===== src/rtl/lsv_pkg.sv =====
// ---------------------------------------------------------------------------
// lsv_pkg
// types and constants of the looping sample voice
// ---------------------------------------------------------------------------
package lsv_pkg;

    localparam int MEM_DEPTH = 65536;
    localparam int MEM_AW    = $clog2(MEM_DEPTH);
    localparam int APB_AW    = 5;
    localparam int APB_DW    = 32;

    localparam logic [15:0] PERIOD_RST = 16'd428;
    localparam logic [16:0] LEN_MAX    = 17'd65536;

    typedef enum logic [1:0] {
        KIND_TICK  = 2'd0,
        KIND_LOAD  = 2'd1,
        KIND_START = 2'd2,
        KIND_NOP   = 2'd3
    } kind_t;

    typedef enum logic [2:0] {
        REG_PERIOD    = 3'd0,
        REG_VOLUME    = 3'd1,
        REG_SAMPLE_LEN = 3'd2,
        REG_LOOP_LEN  = 3'd3,
        REG_START_OFS = 3'd4
    } reg_idx_t;

    typedef struct packed {
        logic [15:0] period;
        logic [6:0]  volume;
        logic [16:0] sample_length;
        logic [16:0] loop_length;
        logic [15:0] start_offset;
    } cfg_t;

    // sample length clamped to 1..65536
    function automatic logic [16:0] eff_length(input logic [16:0] len);
        logic [16:0] r;
        r = len;
        if (len == 17'd0)
            r = 17'd1;
        else if (len > LEN_MAX)
            r = LEN_MAX;
        return r;
    endfunction

    function automatic logic [MEM_AW-1:0] mem_index(input logic [15:0] a);
        return MEM_AW'(a);
    endfunction

endpackage


===== src/rtl/lsv_regs.sv =====
// ---------------------------------------------------------------------------
// lsv_regs
// apb register file holding the voice configuration
// ---------------------------------------------------------------------------
module lsv_regs
(
    input  logic                      clk,
    input  logic                      rst_n,
    input  logic                      psel,
    input  logic                      penable,
    input  logic                      pwrite,
    input  logic [lsv_pkg::APB_AW-1:0] paddr,
    input  logic [lsv_pkg::APB_DW-1:0] pwdata,
    output logic [lsv_pkg::APB_DW-1:0] prdata,
    output logic                      pready,
    output lsv_pkg::cfg_t             cfg
);
    import lsv_pkg::*;

    cfg_t     cfg_reg;
    reg_idx_t idx;
    logic     wr_en;

    assign idx    = reg_idx_t'(paddr[APB_AW-1:2]);
    assign wr_en  = psel && penable && pwrite && pready;
    assign pready = 1'b1;
    assign cfg    = cfg_reg;

    always_ff @(posedge clk or negedge rst_n)
    begin
        if (!rst_n)
        begin
            cfg_reg.period        <= PERIOD_RST;
            cfg_reg.volume        <= 7'd0;
            cfg_reg.sample_length <= 17'd1;
            cfg_reg.loop_length   <= 17'd1;
            cfg_reg.start_offset  <= 16'd0;
        end
        else if (wr_en)
        begin
            unique case (idx)
                REG_PERIOD:     cfg_reg.period        <= pwdata[15:0];
                REG_VOLUME:     cfg_reg.volume        <= pwdata[6:0];
                REG_SAMPLE_LEN: cfg_reg.sample_length <= pwdata[16:0];
                REG_LOOP_LEN:   cfg_reg.loop_length   <= pwdata[16:0];
                REG_START_OFS:  cfg_reg.start_offset  <= pwdata[15:0];
                default:        ;
            endcase
        end
    end

    always_comb
    begin
        unique case (idx)
            REG_PERIOD:     prdata = {16'd0, cfg_reg.period};
            REG_VOLUME:     prdata = {25'd0, cfg_reg.volume};
            REG_SAMPLE_LEN: prdata = {15'd0, cfg_reg.sample_length};
            REG_LOOP_LEN:   prdata = {15'd0, cfg_reg.loop_length};
            REG_START_OFS:  prdata = {16'd0, cfg_reg.start_offset};
            default:        prdata = '0;
        endcase
    end

endmodule


===== config.mk =====
export PLATFORM = sky130hd
export DESIGN_NAME = lsv_regs
export DESIGN_NICKNAME = d
export VERILOG_FILES = /design/src/rtl/lsv_pkg.sv /design/src/rtl/lsv_regs.sv
export SDC_FILE = /design/constraint.sdc
export NUM_CORES = 1
export LEC_CHECK = 0
export BUFFER_PORTS_ARGS = -buffer_cell sky130_fd_sc_hd__buf_2
export CAP_MARGIN = 40
export CORE_MARGIN = 4
export CORE_UTILIZATION = 48
export CTS_CLUSTER_DIAMETER = 30
export DETAILED_ROUTE_END_ITERATION = 12
export HOLD_SLACK_MARGIN = 0.12
export PLACE_DENSITY = 0.9
export SLEW_MARGIN = 15
export SYNTH_ARGS = -nofsm -noshare
export SYNTH_HDL_FRONTEND = slang
export SYNTH_SLANG_ARGS = --single-unit

===== constraint.sdc =====
create_clock -name clk -period 2.1 [get_ports clk]
set_input_delay 0.42 -clock clk [delete_from_list [all_inputs] [get_ports clk]]
set_output_delay 0.42 -clock clk [all_outputs]
set_load 0.03 [all_outputs]

==> flow_summary.toml <==
[placement]
hpwl_mm = 6.477
dpl_worst_slack_ns = -0.01841
numPortBuffers = 114
globalplace.congestion = 0.8077

[floorplan]
initial_core_util = 0.4913
dieArea_mm2 = 0.008824
die_y_um = 93.94
io_pins = 148
core_area_mm2 = 0.007214
die_w_um = 93.94
std_cell_rows = 31

[final_layout]
final_cell_mix = "buf_2 (113), mux2_2 (70), dfrtp_1 (66)"
syn_to_final_growth_pct = 27.53
layout-drive-gt1-share = 0.6285
final_common_cell = "buf_2"
largest_reg_flops = 73
final_nets = 430
final_core_util = 0.6266
num_antenna_cells = 0

[timing]
fin_worst_skew_ns = 0
fin_crit_sh = 0.9463
finalHoldViolCount = 0
rsz0062_at_grt = "no"
slew_viol_final = 0
setup_ws_ns = 0.1128
fmax_mhz = 503.2
min_period_ns = 1.987
finalSetupViolations = 0

[yosys]
syn_inst = 261
yosysSeqAreaShare = 0.5178
syn_area_mm2 = 0.003545
ys_warn_count = 0
synth_cell_types = 32
synth_seq_cells = 73
syn_avg_cell_area_um2 = 13.58

[critical_path]
end_kind = "output pin"
cp_cell_sequence = "clkbuf_4 -> or2_2 -> o221ai_1 -> buf_2"
cpMaxStageDelayCell = "or2_2"
slowest_delay_ns = 0.44
cp-start-kind = "primary input"
crit_arrival_ns = 1.57
path_max_fanout = 16
crit_required_ns = 1.68
path_class = "primary input to output pin"

[routing]
avgRoutedWirePerCell_um = 18.49
drc = 0
drt_pass1_iterations = 4
wl_mm = 9.098
drt_iter0_drc = 129
viasPerCell = 5.315
postRouteAntennaNets = 0
vias = 2615

[global_routing]
grt_max_degree = 74
grt_overflow_total = 0
grt_usage = 0.2110
grt_pass1_wl_mm = 13.91
antenna_found_initial = 0
grt_pass1_vias = 2659

[cts]
post_cts_buffers = 0
cts_buffers = 9
htree_levels = 3
clock-sinks = 73
cts_tree = "built"
clockBufferDepth = 2
cts_root_buffer = "clkbuf_8"
clk_pin_slew_worst_paths_ns = 0.07
insertion_delay_ns = 0.34

[power_and_ir_drop]
leakagePower_nw = 2.316
peakVddDrop_mv = 0.6808
p_per_area_mw_per_mm2 = 1059

[flow_run]
cap_violations = 0

[run_status]
status = "finished clean"

[min_path]
worstHoldPathType = "primary input to register"
-- layer usage --
layer / track usage / wire length, um / vias to the layer above / part of all wire
li1: - / - / 1173 / -
met1: 0.2512 / 3615 / 1321 / 0.40
met2: 0.3590 / 4717 / 111 / 0.52
met3: 0.06571 / 676 / 10 / 0.074
met4: 0.07461 / 87 / 0 / 0.0096
met5: 0 / 0 / - / 0
-- path summary, 6_finish.rpt --
path | start | endpoint | slack, ns | cells past startpoint
worst max register to register | cfg[53] | cfg[53] | 1.29 | 1
worst min-delay path | pwdata[16] | cfg[32] | 0.33 | 2
worst max-delay path | paddr[2] | prdata[15] | 0.11 | 4
min in group asynchronous | rst_n | cfg[67] | 0.64 | 3
max in group asynchronous | rst_n | cfg[64] | 1.13 | 3
worst min register to register | cfg[14] | cfg[14] | 0.53 | 1
-- synth_stat cells --
master / number / area share
nand3_1: 1 / 0.0014
buf_4: 18 / 0.038
o21ai_0: 6 / 0.0085
dfrtp_1: 66 / 0.47
a32oi_1: 7 / 0.017
and2b_2: 1 / 0.0025
and3b_2: 1 / 0.0028
a22oi_1: 7 / 0.015
buf_1: 1 / 0.0011
nor2b_1: 2 / 0.0035
nand2_1: 19 / 0.020
or3_1: 1 / 0.0018
buf_2: 5 / 0.0071
or2_2: 1 / 0.0018
clkbuf_1: 5 / 0.0053
mux2_4: 10 / 0.042
o221ai_1: 9 / 0.022
mux2_2: 70 / 0.22
nor2_1: 1 / 0.0011
buf_12: 1 / 0.0056
nor3b_4: 2 / 0.011
nor2b_2: 1 / 0.0025
buf_6: 1 / 0.0032
inv_1: 1 / 0.0011
mux2i_1: 10 / 0.028
and2b_1: 1 / 0.0021
nor3_2: 1 / 0.0028
o21ai_1: 1 / 0.0014
dfstp_2: 7 / 0.052
nand4b_4: 1 / 0.0067
nor2_2: 1 / 0.0018
conb_1: 2 / 0.0021
-- where the power goes --
| part | internal, mW | leakage (nW) | switching [mW] |
|---|---|---|---|
| registers | 1.70 | 0.917 | 0.216 |
| clock network | 0.767 | 0.123 | 0.509 |
| logic | 0.553 | 1.28 | 1.04 |
-- timing repair --
item                       4_1_cts  5_1_grt
hold buffers                     1        0
hold endpoints to repair        66        0
resized for setup                2        2
setup endpoints to repair        2        9
-- stage by stage --
stage / hold WS (ns) / std cells / power, mW / cell area, um2 / setup TNS, ns
after floorplan: 0.1244 / 275 / 3.027 / 3597 / 0
after global placement: 0.4727 / 475 / 3.487 / 4263 / 0
after detailed placement: 0.4815 / 475 / 3.542 / 4263 / -0.03421
after CTS: 0.3083 / 492 / 4.826 / 4516 / 0
after global routing: 0.3066 / 492 / 5.016 / 4521 / 0
final: 0.3280 / 492 / 4.788 / 4521 / 0
-- layout make-up --
class	instances	area [um2]
Fill cell	575	2694
Sequential cell	73	1836
Multi-Input combinational cell	170	1550
Timing Repair Buffer	133	768.2
Clock buffer	12	165.2
Tap cell	99	123.9
Clock inverter	4	73.82
Inverter	1	3.754
-- critical path: cells and delay by family --
kind | cells | cell delay [ns]
AOI/OAI and AO/OA | 1 | 0.24
buffers and inverters | 2 | 0.46
and+or+nand+nor | 1 | 0.44
-- kinds of logic (layout without fill, tap and decap cells) --
| kind of cell | after synthesis | count (layout) | synth area share |
|---|---|---|---|
| buffers and inverters | 32 | 150 | 0.06142 |
| and+or+nand+nor | 34 | 34 | 0.06142 |
| other | 2 | 16 | 0.002119 |
| muxes | 90 | 90 | 0.2930 |
| DFF | 73 | 73 | 0.5178 |
| AOI/OAI and AO/OA | 30 | 30 | 0.06424 |
(Power assumes the default switching activity.)
